===== src/protobuf_field_extractor_macros.svh =====
// Assertion macros for the field extractor.
`ifndef PROTOBUF_FIELD_EXTRACTOR_MACROS_SVH
`define PROTOBUF_FIELD_EXTRACTOR_MACROS_SVH

// Same-cycle implication, clocked on clk, off while arst_n is low.
`define PBFE_ASSERT_NOW(label, ante, cons, msg) \
	label: assert property (@(posedge clk) disable iff (!arst_n) (ante) |-> (cons)) \
		else $error(msg);

// Next-cycle implication, clocked on clk, off while arst_n is low.
`define PBFE_ASSERT_NEXT(label, ante, cons, msg) \
	label: assert property (@(posedge clk) disable iff (!arst_n) (ante) |=> (cons)) \
		else $error(msg);

`endif


===== src/pbfe_pkg.sv =====
// Shared widths, status codes and payload types of the field extractor.
package pbfe_pkg;

	localparam int BYTE_W   = 8;
	localparam int LEN_W    = 24;
	localparam int FIELD_W  = 29;
	localparam int STATUS_W = 2;

	localparam logic [LEN_W-1:0]   MAX_MESSAGE_BYTES = 24'hFF_FFFF;
	localparam logic [FIELD_W-1:0] TARGET_RESET      = 29'd3;

	localparam logic [STATUS_W-1:0] ST_FOUND    = 2'd0;
	localparam logic [STATUS_W-1:0] ST_NOTFOUND = 2'd1;
	localparam logic [STATUS_W-1:0] ST_OVERRUN  = 2'd2;
	localparam logic [STATUS_W-1:0] ST_BADWIRE  = 2'd3;

	typedef struct packed {
		logic [BYTE_W-1:0] data_byte;
		logic [LEN_W-1:0]  message_length;
	} item_t;

	typedef struct packed {
		logic [STATUS_W-1:0] status;
		logic [LEN_W-1:0]    payload_offset;
		logic [LEN_W-1:0]    payload_length;
	} result_t;

endpackage


===== src/pbfe_ifs.sv =====
// Valid/ready channel interfaces: message bytes, results, target register writes.
interface pbfe_msg_if;
	logic                          valid;
	logic                          ready;
	logic [pbfe_pkg::BYTE_W-1:0]   data_byte;
	logic [pbfe_pkg::LEN_W-1:0]    message_length;

	modport source (output valid, output data_byte, output message_length, input ready);
	modport sink   (input valid, input data_byte, input message_length, output ready);
endinterface

interface pbfe_res_if;
	logic                          valid;
	logic                          ready;
	logic [pbfe_pkg::STATUS_W-1:0] status;
	logic [pbfe_pkg::LEN_W-1:0]    payload_offset;
	logic [pbfe_pkg::LEN_W-1:0]    payload_length;

	modport source (output valid, output status, output payload_offset,
		output payload_length, input ready);
	modport sink   (input valid, input status, input payload_offset,
		input payload_length, output ready);
endinterface

interface pbfe_cfg_if;
	logic                          valid;
	logic                          ready;
	logic [pbfe_pkg::FIELD_W-1:0]  target_field;

	modport source (output valid, output target_field, input ready);
	modport sink   (input valid, input target_field, output ready);
endinterface


===== src/pbfe_core.sv =====
// Parser state and per-byte next-state/result logic of the field extractor.
module pbfe_core (
	input  logic                         clk,
	input  logic                         arst_n,
	input  logic                         step,
	input  pbfe_pkg::item_t              item,
	input  logic [pbfe_pkg::FIELD_W-1:0] target,
	output logic                         res_v,
	output pbfe_pkg::result_t            res
);

	localparam logic [2:0] PH_KEY     = 3'd0;
	localparam logic [2:0] PH_LEN     = 3'd1;
	localparam logic [2:0] PH_SKIPVAR = 3'd2;
	localparam logic [2:0] PH_SKIPN   = 3'd3;
	localparam logic [2:0] PH_DONE    = 3'd4;

	localparam logic [2:0] WT_VARINT = 3'd0;
	localparam logic [2:0] WT_I64    = 3'd1;
	localparam logic [2:0] WT_LEN    = 3'd2;
	localparam logic [2:0] WT_I32    = 3'd5;

	localparam int ACC_W = 35; // key bits 34:0 hold wire type and a 32-bit field number
	localparam logic [3:0] GRP_END = 4'd10;

	logic [pbfe_pkg::LEN_W-1:0] pos_q, pos_n;
	logic [2:0]                 ph_q, ph_n;
	logic [ACC_W-1:0]           acc_q, acc_n, acc_a, sh;
	logic [3:0]                 grp_q, grp_n, grp_a;
	logic                       hi_q, hi_n, hi_a, hi_b;
	logic [31:0]                fn_q, fn_n, key_fn;
	logic [pbfe_pkg::LEN_W-1:0] skip_q, skip_n, skip_d;

	logic [pbfe_pkg::LEN_W-1:0] msg_len, q, rem;
	logic [6:0]                 b7;
	logic                       beyond, at_end, term, overrun;

	assign b7      = item.data_byte[6:0];
	assign msg_len = (item.message_length > pbfe_pkg::MAX_MESSAGE_BYTES) ?
		pbfe_pkg::MAX_MESSAGE_BYTES : item.message_length;
	assign beyond  = (pos_q >= msg_len);
	assign q       = pos_q + 24'd1;
	assign at_end  = (q >= msg_len);
	assign term    = !item.data_byte[7] || at_end;
	assign rem     = msg_len - q;
	assign key_fn  = acc_a[ACC_W-1:3];
	assign skip_d  = (skip_q != '0) ? skip_q - 24'd1 : skip_q;

	// 7-bit group placed at its shift; bits past 34 only set the sticky flag
	always_comb begin
		sh   = '0;
		hi_b = 1'b0;
		unique case (grp_q)
			4'd0: sh = ACC_W'(b7);
			4'd1: sh = ACC_W'(b7) << 7;
			4'd2: sh = ACC_W'(b7) << 14;
			4'd3: sh = ACC_W'(b7) << 21;
			4'd4: sh = ACC_W'(b7) << 28;
			4'd5, 4'd6, 4'd7, 4'd8: hi_b = |b7;
			4'd9: hi_b = b7[0];
			default: ;
		endcase
		acc_a = acc_q | sh;
		hi_a  = hi_q | hi_b;
		grp_a = (grp_q < GRP_END) ? grp_q + 4'd1 : grp_q;
	end

	assign overrun = hi_a || (|acc_a[ACC_W-1:pbfe_pkg::LEN_W]) ||
		(acc_a[pbfe_pkg::LEN_W-1:0] > rem);

	always_comb begin
		pos_n  = pos_q;
		ph_n   = ph_q;
		acc_n  = acc_q;
		grp_n  = grp_q;
		hi_n   = hi_q;
		fn_n   = fn_q;
		skip_n = skip_q;
		res_v  = 1'b0;
		res    = '{status: pbfe_pkg::ST_NOTFOUND, payload_offset: '0, payload_length: '0};

		if (beyond) begin
			// byte past the message end: close it out
			res_v = (ph_q != PH_DONE);
		end else begin
			unique case (ph_q)
				PH_KEY: begin
					acc_n = acc_a;
					grp_n = grp_a;
					hi_n  = hi_a;
					if (term) begin
						acc_n = '0;
						grp_n = '0;
						hi_n  = 1'b0;
						fn_n  = key_fn;
						unique case (acc_a[2:0])
							WT_LEN: begin
								ph_n = PH_LEN;
								// key ending on the last byte: zero-length payload
								if (at_end && key_fn == 32'(target)) begin
									res_v = 1'b1;
									res   = '{status: pbfe_pkg::ST_FOUND,
										payload_offset: q, payload_length: '0};
								end else if (at_end) begin
									ph_n = PH_KEY;
								end
							end
							WT_VARINT: ph_n = PH_SKIPVAR;
							WT_I32: begin
								skip_n = 24'd4;
								ph_n   = PH_SKIPN;
							end
							WT_I64: begin
								skip_n = 24'd8;
								ph_n   = PH_SKIPN;
							end
							default: begin
								res_v = 1'b1;
								res   = '{status: pbfe_pkg::ST_BADWIRE,
									payload_offset: '0, payload_length: '0};
							end
						endcase
					end
				end
				PH_LEN: begin
					acc_n = acc_a;
					grp_n = grp_a;
					hi_n  = hi_a;
					if (term) begin
						acc_n = '0;
						grp_n = '0;
						hi_n  = 1'b0;
						if (overrun) begin
							res_v = 1'b1;
							res   = '{status: pbfe_pkg::ST_OVERRUN,
								payload_offset: '0, payload_length: '0};
						end else if (fn_q == 32'(target)) begin
							res_v = 1'b1;
							res   = '{status: pbfe_pkg::ST_FOUND, payload_offset: q,
								payload_length: acc_a[pbfe_pkg::LEN_W-1:0]};
						end else begin
							skip_n = acc_a[pbfe_pkg::LEN_W-1:0];
							ph_n   = (acc_a[pbfe_pkg::LEN_W-1:0] == '0) ? PH_KEY : PH_SKIPN;
						end
					end
				end
				PH_SKIPVAR: begin
					if (!item.data_byte[7])
						ph_n = PH_KEY;
				end
				PH_SKIPN: begin
					skip_n = skip_d;
					if (skip_d == '0)
						ph_n = PH_KEY;
				end
				default: ;
			endcase

			if (res_v)
				ph_n = PH_DONE;

			if (at_end) begin
				if (!res_v && ph_q != PH_DONE)
					res_v = 1'b1;
			end else begin
				pos_n = q;
			end
		end

		// message closed: rearm
		if (beyond || at_end) begin
			pos_n  = '0;
			ph_n   = PH_KEY;
			acc_n  = '0;
			grp_n  = '0;
			hi_n   = 1'b0;
			fn_n   = '0;
			skip_n = '0;
		end
	end

	always_ff @(posedge clk or negedge arst_n) begin
		if (!arst_n) begin
			pos_q  <= '0;
			ph_q   <= PH_KEY;
			acc_q  <= '0;
			grp_q  <= '0;
			hi_q   <= 1'b0;
			fn_q   <= '0;
			skip_q <= '0;
		end else if (step) begin
			pos_q  <= pos_n;
			ph_q   <= ph_n;
			acc_q  <= acc_n;
			grp_q  <= grp_n;
			hi_q   <= hi_n;
			fn_q   <= fn_n;
			skip_q <= skip_n;
		end
	end

endmodule


===== src/protobuf_field_extractor.sv =====
// Protobuf wire-format field extractor, top level.
// A byte taken from msg waits in the input stage; its result, if any, is registered in the result register for res.
// One byte per cycle while res is not stalled; the parser makes a single state update per byte.
// A stalled res holds one byte in the input stage; msg stays ready while that stage is free.
// Reset (arst_n low, asynchronous): parser rearmed at the start of a message,
// both stages empty, target_field back to 3.
`include "protobuf_field_extractor_macros.svh"

module protobuf_field_extractor (
	input  logic            clk,
	input  logic            arst_n,
	pbfe_msg_if.sink        msg,
	pbfe_res_if.source      res,
	pbfe_cfg_if.sink        cfg
);

	// Input stage: one byte with its message length.
	logic            valid_s1;
	pbfe_pkg::item_t item_s1;

	// Result register facing res.
	logic              res_v_q;
	pbfe_pkg::result_t res_q;

	// Search target, written through cfg.
	logic [pbfe_pkg::FIELD_W-1:0] target_q;

	logic              advance;   // byte in the input stage is parsed this cycle
	logic              core_v;
	pbfe_pkg::result_t core_res;
	logic [pbfe_pkg::LEN_W:0] found_end;

	// The parser steps whenever the result register can take whatever it gives.
	assign advance   = valid_s1 && (!res_v_q || res.ready);
	assign msg.ready = !valid_s1 || advance;
	assign cfg.ready = 1'b1;

	always_ff @(posedge clk or negedge arst_n) begin
		if (!arst_n) begin
			valid_s1 <= 1'b0;
		end else if (msg.valid && msg.ready) begin
			valid_s1 <= 1'b1;
		end else if (advance) begin
			valid_s1 <= 1'b0;
		end
	end

	always_ff @(posedge clk) begin
		if (msg.valid && msg.ready)
			item_s1 <= '{data_byte: msg.data_byte, message_length: msg.message_length};
	end

	always_ff @(posedge clk or negedge arst_n) begin
		if (!arst_n) begin
			target_q <= pbfe_pkg::TARGET_RESET;
		end else if (cfg.valid && cfg.ready) begin
			target_q <= cfg.target_field;
		end
	end

	// Key/length decoding, skips and the decision on the current byte.
	pbfe_core u_core (
		.clk    (clk),
		.arst_n (arst_n),
		.step   (advance),
		.item   (item_s1),
		.target (target_q),
		.res_v  (core_v),
		.res    (core_res)
	);

	// Result register: reloads in the same cycle the previous transfer completes.
	always_ff @(posedge clk or negedge arst_n) begin
		if (!arst_n) begin
			res_v_q <= 1'b0;
		end else if (advance && core_v) begin
			res_v_q <= 1'b1;
		end else if (res.ready) begin
			res_v_q <= 1'b0;
		end
	end

	always_ff @(posedge clk) begin
		if (advance && core_v)
			res_q <= core_res;
	end

	assign res.valid          = res_v_q;
	assign res.status         = res_q.status;
	assign res.payload_offset = res_q.payload_offset;
	assign res.payload_length = res_q.payload_length;

	// End of a found payload, one bit wider so it cannot wrap.
	assign found_end = (pbfe_pkg::LEN_W+1)'(core_res.payload_offset) +
		(pbfe_pkg::LEN_W+1)'(core_res.payload_length);

	// A byte waiting behind a stalled result is never dropped.
	`PBFE_ASSERT_NEXT(a_s1_kept, valid_s1 && res_v_q && !res.ready, valid_s1, "input stage byte lost while result stalled")
	// The result register is only loaded when it is free or being emptied.
	`PBFE_ASSERT_NOW(a_res_no_overwrite, advance && core_v, !res_v_q || res.ready, "result overwritten before transfer")
	// A found payload lies inside its message.
	`PBFE_ASSERT_NOW(a_found_in_msg, advance && core_v && core_res.status == pbfe_pkg::ST_FOUND, found_end <= (pbfe_pkg::LEN_W+1)'(item_s1.message_length), "found payload runs past message end")

endmodule

===== src/flat_wrapper.sv =====
// flat-port wrapper written by rule: the top's interface ports become plain ports
module protobuf_field_extractor_flat 
  (clk, arst_n, msg_valid, msg_data_byte, msg_message_length, msg_ready, res_valid, res_status, res_payload_offset, res_payload_length, res_ready, cfg_valid, cfg_target_field, cfg_ready);
  pbfe_msg_if msg_i ();
  pbfe_res_if res_i ();
  pbfe_cfg_if cfg_i ();
  input  logic clk;
  input  logic arst_n;
  input wire logic [$bits(msg_i.valid)-1:0] msg_valid;
  input wire logic [$bits(msg_i.data_byte)-1:0] msg_data_byte;
  input wire logic [$bits(msg_i.message_length)-1:0] msg_message_length;
  output wire logic [$bits(msg_i.ready)-1:0] msg_ready;
  output wire logic [$bits(res_i.valid)-1:0] res_valid;
  output wire logic [$bits(res_i.status)-1:0] res_status;
  output wire logic [$bits(res_i.payload_offset)-1:0] res_payload_offset;
  output wire logic [$bits(res_i.payload_length)-1:0] res_payload_length;
  input wire logic [$bits(res_i.ready)-1:0] res_ready;
  input wire logic [$bits(cfg_i.valid)-1:0] cfg_valid;
  input wire logic [$bits(cfg_i.target_field)-1:0] cfg_target_field;
  output wire logic [$bits(cfg_i.ready)-1:0] cfg_ready;
  assign msg_i.valid = msg_valid;
  assign msg_i.data_byte = msg_data_byte;
  assign msg_i.message_length = msg_message_length;
  assign msg_ready = msg_i.ready;
  assign res_valid = res_i.valid;
  assign res_status = res_i.status;
  assign res_payload_offset = res_i.payload_offset;
  assign res_payload_length = res_i.payload_length;
  assign res_i.ready = res_ready;
  assign cfg_i.valid = cfg_valid;
  assign cfg_i.target_field = cfg_target_field;
  assign cfg_ready = cfg_i.ready;
  protobuf_field_extractor u_core (.clk(clk), .arst_n(arst_n), .msg(msg_i), .res(res_i), .cfg(cfg_i));
endmodule

===== config.mk =====
export PLATFORM = sky130hd
export DESIGN_NAME = protobuf_field_extractor_flat
export DESIGN_NICKNAME = d
export VERILOG_FILES = /design/src/pbfe_pkg.sv /design/src/pbfe_ifs.sv /design/src/pbfe_core.sv /design/src/protobuf_field_extractor.sv /design/src/flat_wrapper.sv
export VERILOG_INCLUDE_DIRS = /design/src /design/src/src
export SDC_FILE = /design/constraint.sdc
export NUM_CORES = 1
export LEC_CHECK = 0
export BUFFER_PORTS_ARGS = -buffer_cell sky130_fd_sc_hd__buf_2
export CAP_MARGIN = 20
export CORE_AREA = 2 2 136 238
export DETAILED_ROUTE_END_ITERATION = 7
export DIE_AREA = 0 0 138 240
export GPL_ROUTABILITY_DRIVEN = 0
export PLACE_DENSITY = 0.6
export SYNTH_ARGS = -nofsm -noshare
export SYNTH_HDL_FRONTEND = slang
export SYNTH_HIERARCHICAL = 1
export SYNTH_SLANG_ARGS = --single-unit

===== constraint.sdc =====
create_clock -name clk -period 20.1 [get_ports clk]
set_input_delay 2.01 -clock clk [delete_from_list [all_inputs] [get_ports clk]]
set_output_delay 2.01 -clock clk [all_outputs]
set_load 0.05 [all_outputs]

==> summary.md, run 1 <==
| Metric | Value |
|---|---|
| Worst path most repeated cell | nand2_1 |
| Asr flop ratio synth | 65.25% |
| CTS tree | done |
| Die Height | 240 microns |
| Primary FF master, synth | dfrtp_1 |
| Clock sinks | 236 |
| Clock skew | 0.03241 ns |
| DRC | 0 |
| CP max stage delay | 0.57 ns |
| Post-Place Worst Slack | 13.45 ns |
| Pwr dens | 142.6 nW/um^2 |
| 1st-pass router iterations | 5 |
| Post-synthesis sequential area ratio | 45.46% |
| Yosys top cell area share | 27.37% |
| Largest cells by area after synthesis | dfrtp_1, edfxtp_1, ha_1, xnor2_1, a21oi_1 |
| Hold Crit Class | flop to flop |
| Endpoints failing setup | 0 |
| WS Path Type | flop to flop |
| Post-CTS Setup Bufs | 0 |
| EDFF count, synth | 82 |
| Worst-path clk slew | 0.07 ns |
| I/O Buffers | 117 |
| Final ANT Viol Nets | 0 |
| Slowest CP cell | a211oi_1 |
| Largest net degree at the start of global routing | 80 |
| Vias | 11320 |
| Slew Limit Fails | 0 |
| Hold Vio Cnt, Final | 0 |
| Crit end category | flop |
| Peak VDD IR | 0.09006 mV |
| Relative slew slack | 33.49% |
| Required @ worst endpoint | 20.26 ns |
| Design Power | 2.229 mW |
| Lkg Pwr | 6.793 nW |
| Vias per cell | 5.908 |
| Synthesized area | 13900 sq um |
| Fin nets | 1649 |
| Worst-path maximum fanout | 40 |
| Resized cells post-CTS | 0 |
| Gate Count Post-Synth | 1417 |
| Final TNS setup | 0 ns |
| Antenna cell count | 0 |
| Worst-Skew Late Latency | 0.55 ns |
| Wire per inst | 21.68 microns |
| Most frequent cells in the layout | dfrtp_1, nor2_1, nand2_1 |
| CTS root buffer | clkbuf_16 |
| DIE AREA | 33120 sq um |
| H-tree depth | 1 |
| Critical Path AT | 6.86 ns |
| Setup ws final | 13.40 ns |
| Die width | 138 microns |
| Min cycle time layout | 6.704 ns |
| DR iter-0 viols | 641 |
| Max Fclk | 149.2 MHz |
| Mapped Nets | 1563 |
| P&R area growth vs syn | 12.49% |
| Run status | finished, final reports clean |
| #FFs+latches synth | 236 |
| Worst Max-Slew Pin Slew | 0.9900 ns |
| Initial core utilization | 44.54% |
| First-pass GRT wire length | 63740 microns |
| CTS hold repair buffers | 0 |
| Final Cell Area | 15630 sq um |
| Clock Tree Buf Depth | 3 |
| RSZ-0062 raised after global routing | no |
| Total GRT Usage | 24.69% |
| Num rows | 86 |
| Final worst path period share | 33.35% |
| Synth cell types | 78 |
| Buf+Inv Stages, Crit Path | 1 |
| Vias in the first global route | 11310 |
| Crit path max-delay family | simple AND/OR/NAND/NOR gates |
| Count of boundary I/O pins | 119 |
| Initial antenna violation count | 0 |
| Max Cap Viol | 0 |
| Commonest non-fill, non-tap cell in the layout | dfrtp_1 |
| Mean Syn Cell Area | 9.808 sq um |
| GRT overflow | 0 |
| Post-DP Area | 14850 sq um |
| Post-DP HPWL | 30960 microns |
| CP Launch Type | flop |
| Post-synth top area cell | dfrtp_1 |
| TritonCTS buffer count | 23 |
| Layout cells sized above 1 | 16.18% |
| Yosys Warn Count | 6 |
| DRT Wirelength | 41540 microns |
| Core area | 31200 sq um |
## synth_stat cells (all sizes together), types with 23 or more instances
master and count:
inv 70, nand2b 23, dfrtp 152, o21ai 55, nor2 130, edfxtp 82
o31ai 60, nor4 24, ha 79, a21oi 104, mux2 32, xnor2 71
nand4 30, nand3 35, clkbuf 72, nand2 119, xor2 31
## sequential cells by signal, summed over array words and instances (netlist names)
signal	count
u_core/res.payload_offset	24
u_core/u_core/hi_q	1
u_core/u_core/pos_q	24
u_core/res.payload_length	24
u_core/res.valid	1
u_core/u_core/skip_q	24
u_core/item_s1	32
u_core/target_q	29
u_core/u_core/fn_q	32
u_core/u_core/ph_q	3
u_core/u_core/grp_q	4
u_core/u_core/acc_q	35
u_core/valid_s1	1
u_core/res.status	2
## layer usage
| layer | vias up | part of all wire [%] | GRT usage, % |
|---|---|---|---|
| li1 | 5315 | - | - |
| met1 | 5452 | 35 | 25.69 |
| met2 | 399 | 52 | 45.60 |
| met3 | 153 | 4.4 | 2.828 |
| met4 | 0 | 8.1 | 18.18 |
| met5 | - | 0 | 0 |
## worst register-to-register path, delay by kind of cell, from the launching register on
kind | cells | cell delay (ns)
multiplexers | 1 | 0.18
XOR/XNOR | 2 | 0.44
buffers and inverters | 1 | 0.55
AND/OR/NAND/NOR | 12 | 2.08
adder cells (fa/ha/maj) | 2 | 0.61
AO/OA/AOI/OAI | 8 | 1.99
flip-flops | 1 | 0.44
## area by class of cell
| type | count | area (sq um) |
|---|---|---|
| tap | 396 | 495.5 |
| timing repair buffer | 151 | 867.1 |
| clock buffer | 30 | 631.9 |
| multi-input combinational | 1021 | 6933 |
| clock inverter | 12 | 125.1 |
| fill | 2937 | 15570 |
| sequential | 236 | 6319 |
| inverter | 70 | 262.8 |
## metrics by stage
step | util, % | hold slack (ns) | cells
2_1_floorplan | - | 0.4493 | 1417
5_1_grt | 50.10 | 0.4985 | 1916
4_1_cts | 50.01 | 0.4818 | 1915
3_5_place_dp | 47.59 | 0.4667 | 1873
6_report | 50.10 | 0.4798 | 1916
3_3_place_gp | 47.59 | 0.4595 | 1873
## kinds of logic (layout without fill, tap and decap cells)
family | count (synthesis) | in the layout | synth area share, %
muxes | 36 | 36 | 3.151
and+or+nand+nor | 444 | 444 | 15.73
other | 1 | 1 | 0.02698
buffers and inverters | 160 | 263 | 4.744
adders and majority gates | 80 | 80 | 7.256
DFF | 236 | 236 | 45.46
xor gates and xnor gates | 102 | 102 | 6.428
AOI/OAI and AO/OA | 358 | 358 | 17.20
## power breakdown
part | total [mW] | internal, mW | switching (mW)
clock network | 0.444 | 0.249 | 0.195
logic | 1.08 | 0.360 | 0.724
registers | 0.702 | 0.606 | 0.0959
## path summary, 6_finish.rpt
path / startpoint / endpoint / slack [ns] / depth (start not counted)
max in group asynchronous: arst_n / u_core/u_core/skip_q[11] / 17.38 / 3
min: u_core/u_core/acc_q[0] / u_core/u_core/acc_q[0] / 0.48 / 2
min reg2reg: u_core/u_core/acc_q[0] / u_core/u_core/acc_q[0] / 0.48 / 2
min in group asynchronous: arst_n / u_core/target_q[26] / 1.50 / 1
max: u_core/u_core/pos_q[2] / u_core/res.payload_offset[21] / 13.40 / 26
max reg2reg: u_core/u_core/pos_q[2] / u_core/res.payload_offset[21] / 13.40 / 26
Note: power is estimated with default switching activity, not from simulation.
==> run 2: changes to the inputs <==
- PLACE_DENSITY: 0.6 -> 0.63
- clock period: 20.1 -> 5.5 ns (I/O delays scaled with it)
==> run 2 against run 1 <==
Effect of this change:
- the flow now finishes with violations (setup timing)
- total power grew to 3.8 times the previous value
- clock power increased to 3.7 times the previous value
- sequential share of layout area decreased by 2.6 points
- flip-flop and latch count unchanged
- critical path type unchanged
- critical endpoint is now u_core/res.payload_length[12]
- largest power group unchanged
==> summary.md, run 2 (same netlist as run 1, synthesis figures left out) <==
| Metric | Value |
|---|---|
| Run status | complete, but fails checks |
| Violated checks | setup timing |
| Pwr dens | 510.5 nW/um^2 |
| Core area | 31200 sq um |
| Hold Crit Class | input port to asynchronous set/reset pin |
| TritonCTS buffer count | 24 |
| Post-DP HPWL | 31600 microns |
| Biggest register | u_core/u_core/acc_q |
| Final TNS setup | -0.01926 ns |
| Most frequent cells in the layout | dfrtp_1, nor2_1, nand2_1 |
| Clock skew | 0.02071 ns |
| Commonest non-fill, non-tap cell in the layout | dfrtp_1 |
| P&R area growth vs syn | 20.13% |
| H-tree depth | 1 |
| Final ANT Viol Nets | 0 |
| Slew Limit Fails | 0 |
| Initial core utilization | 44.54% |
| Num rows | 86 |
| Slowest CP cell | or4_1 |
| Clock Tree Buf Depth | 3 |
| CP max stage delay | 0.62 ns |
| DRC | 0 |
| Count of boundary I/O pins | 119 |
| Setup ws final | -0.007203 ns |
| Lkg Pwr | 7.233 nW |
| Die Height | 240 microns |
| Worst Max-Slew Pin Slew | 1.001 ns |
| Antenna cell count | 0 |
| Vias in the first global route | 11610 |
| Worst-path maximum fanout | 8 |
| Worst-Skew Late Latency | 0.55 ns |
| DIE AREA | 33120 sq um |
| Final Cell Area | 16700 sq um |
| Fillers | 2853 |
| Relative slew slack | 33.26% |
| Vias | 11690 |
| Worst-path clk slew | 0.06 ns |
| Required @ worst endpoint | 5.75 ns |
| Min cycle time layout | 5.507 ns |
| Largest registers | u_core/u_core/acc_q (35), u_core/item_s1 (32), u_core/u_core/fn_q (32) |
| Fin nets | 1722 |
| Max FFs per register | 35 |
| Max Fclk | 181.6 MHz |
| Endpoints failing setup | 3 |
| CTS root buffer | clkbuf_16 |
| Final Util | 53.50% |
| Die width | 138 microns |
| 1st-pass router iterations | 5 |
| CP Launch Type | flop |
| DRT Wirelength | 42930 microns |
| Peak VDD IR | 0.3343 mV |
| Crit end category | flop |
| Crit-path cells | and3_4 > and3_4 > and2_4 > and3_4 > nand3_4 > buf_4 > nor2_2 > nand3_1 > xor2_1 > ha_1 > buf_4 > and4_1 > nand3_1 > or4_1 > o211a_1 > or4_1 > nand2b_4 > and2_4 > o22ai_2 > nand2_2 > nor2b_4 > buf_12 > clkbuf_16 |
| Vias per cell | 5.872 |
| Post-DP Area | 15300 sq um |
| Layout cells sized above 1 | 23.84% |
| Worst r2r path cells | 23 |
| Max Cap Viol | 0 |
| CTS tree | done |
| Initial antenna violation count | 0 |
| DR iter-0 viols | 660 |
| Hold Vio Cnt, Final | 0 |
| Largest net degree at the start of global routing | 108 |
| GRT overflow | 0 |
| WS Path Type | flop to flop |
| CTS hold repair buffers | 0 |
| Total GRT Usage | 24.77% |
| First-pass GRT wire length | 64270 microns |
| RSZ-0062 raised after global routing | yes |
| Clock sinks | 236 |
| I/O Buffers | 117 |
| Critical Path AT | 5.76 ns |
| Final worst path period share | 100.1% |
| Wire per inst | 21.57 microns |
| Worst path most repeated cell | and3_4 |
-- run 2: changes by cell type in the layout (fill, tap and decap cells not counted), sizes merged --
cell,delta
clkbuf,+4
buf,+69
bufinv,+1
clkinvlp,-3
clkinv,+6
inv,-3
-- run 2: timing repair --
| action | in CTS | in global routing |
|---|---|---|
| gates cloned | 0 | 5 |
| setup buffers | 0 | 25 |
| pin swaps | 1 | 36 |
| setup endpoints to repair | 56 | 124 |
| endpoints found under the hold margin | 0 | 0 |
| resized for setup | 4 | 66 |
-- run 2: critical path, delay by kind of cell, from the launching register on --
| family | cells | cell delay (ns) |
|---|---|---|
| AOI/OAI and AO/OA | 2 | 0.38 |
| xor gates and xnor gates | 1 | 0.19 |
| adders and majority gates | 1 | 0.31 |
| buffers and inverters | 4 | 0.63 |
| DFF | 1 | 0.35 |
| and+or+nand+nor | 15 | 3.33 |
-- run 2: path summary, 6_finish.rpt --
path,start,endpoint,slack [ns]
setup / recovery,u_core/u_core/pos_q[3],u_core/res.payload_length[12],-0.007
hold / removal,arst_n,u_core/target_q[25],0.15
setup reg to reg,u_core/u_core/pos_q[3],u_core/res.payload_length[12],-0.007
hold reg to reg,u_core/u_core/acc_q[1],u_core/u_core/acc_q[1],0.48
max in group asynchronous,arst_n,u_core/u_core/pos_q[18],4.05
min in group clk,msg_message_length[7],u_core/item_s1[7],0.18
-- run 2: routing by layer --
layer / share of wire [%] / global-route usage (%) / up-vias / routed length, microns
li1: - / - / 5450 / -
met5: 0 / 0 / - / 0
met1: 34 / 24.93 / 5654 / 14720
met4: 6.6 / 14.63 / 0 / 2832
met2: 54 / 48.47 / 428 / 23310
met3: 4.8 / 2.888 / 153 / 2072
-- run 2: layout make-up --
type                    instances  area, sq um  share of cell area, %
multi-input cells            1021         7347                  44.00
flip-flops and latches        236         6320                  37.85
repair buffers                223         1493                  8.940
clock buffers                  31        626.9                  3.754
well taps                     396        495.5                  2.968
inverters                      70        262.8                  1.574
clock inverters                13        151.4                 0.9068
-- run 2: through the flow --
step	std cells	power, mW	hold WS [ns]	worst slack [ns]
2_1_floorplan	1417	5.225	0.2544	-0.03715
3_3_place_gp	1917	6.543	0.4598	-0.03216
3_5_place_dp	1917	6.592	0.4667	-0.06378
4_1_cts	1961	8.267	0.1477	0.01304
5_1_grt	1990	9.006	0.1577	-0.1743
6_report	1990	8.524	0.1529	-0.007203
-- run 2: power breakdown --
part | total [mW] | internal (mW) | switching, mW
logic | 4.31 | 1.57 | 2.74
clock network | 1.64 | 0.949 | 0.694
registers | 2.57 | 2.21 | 0.358
total | 8.52 | 4.73 | 3.79
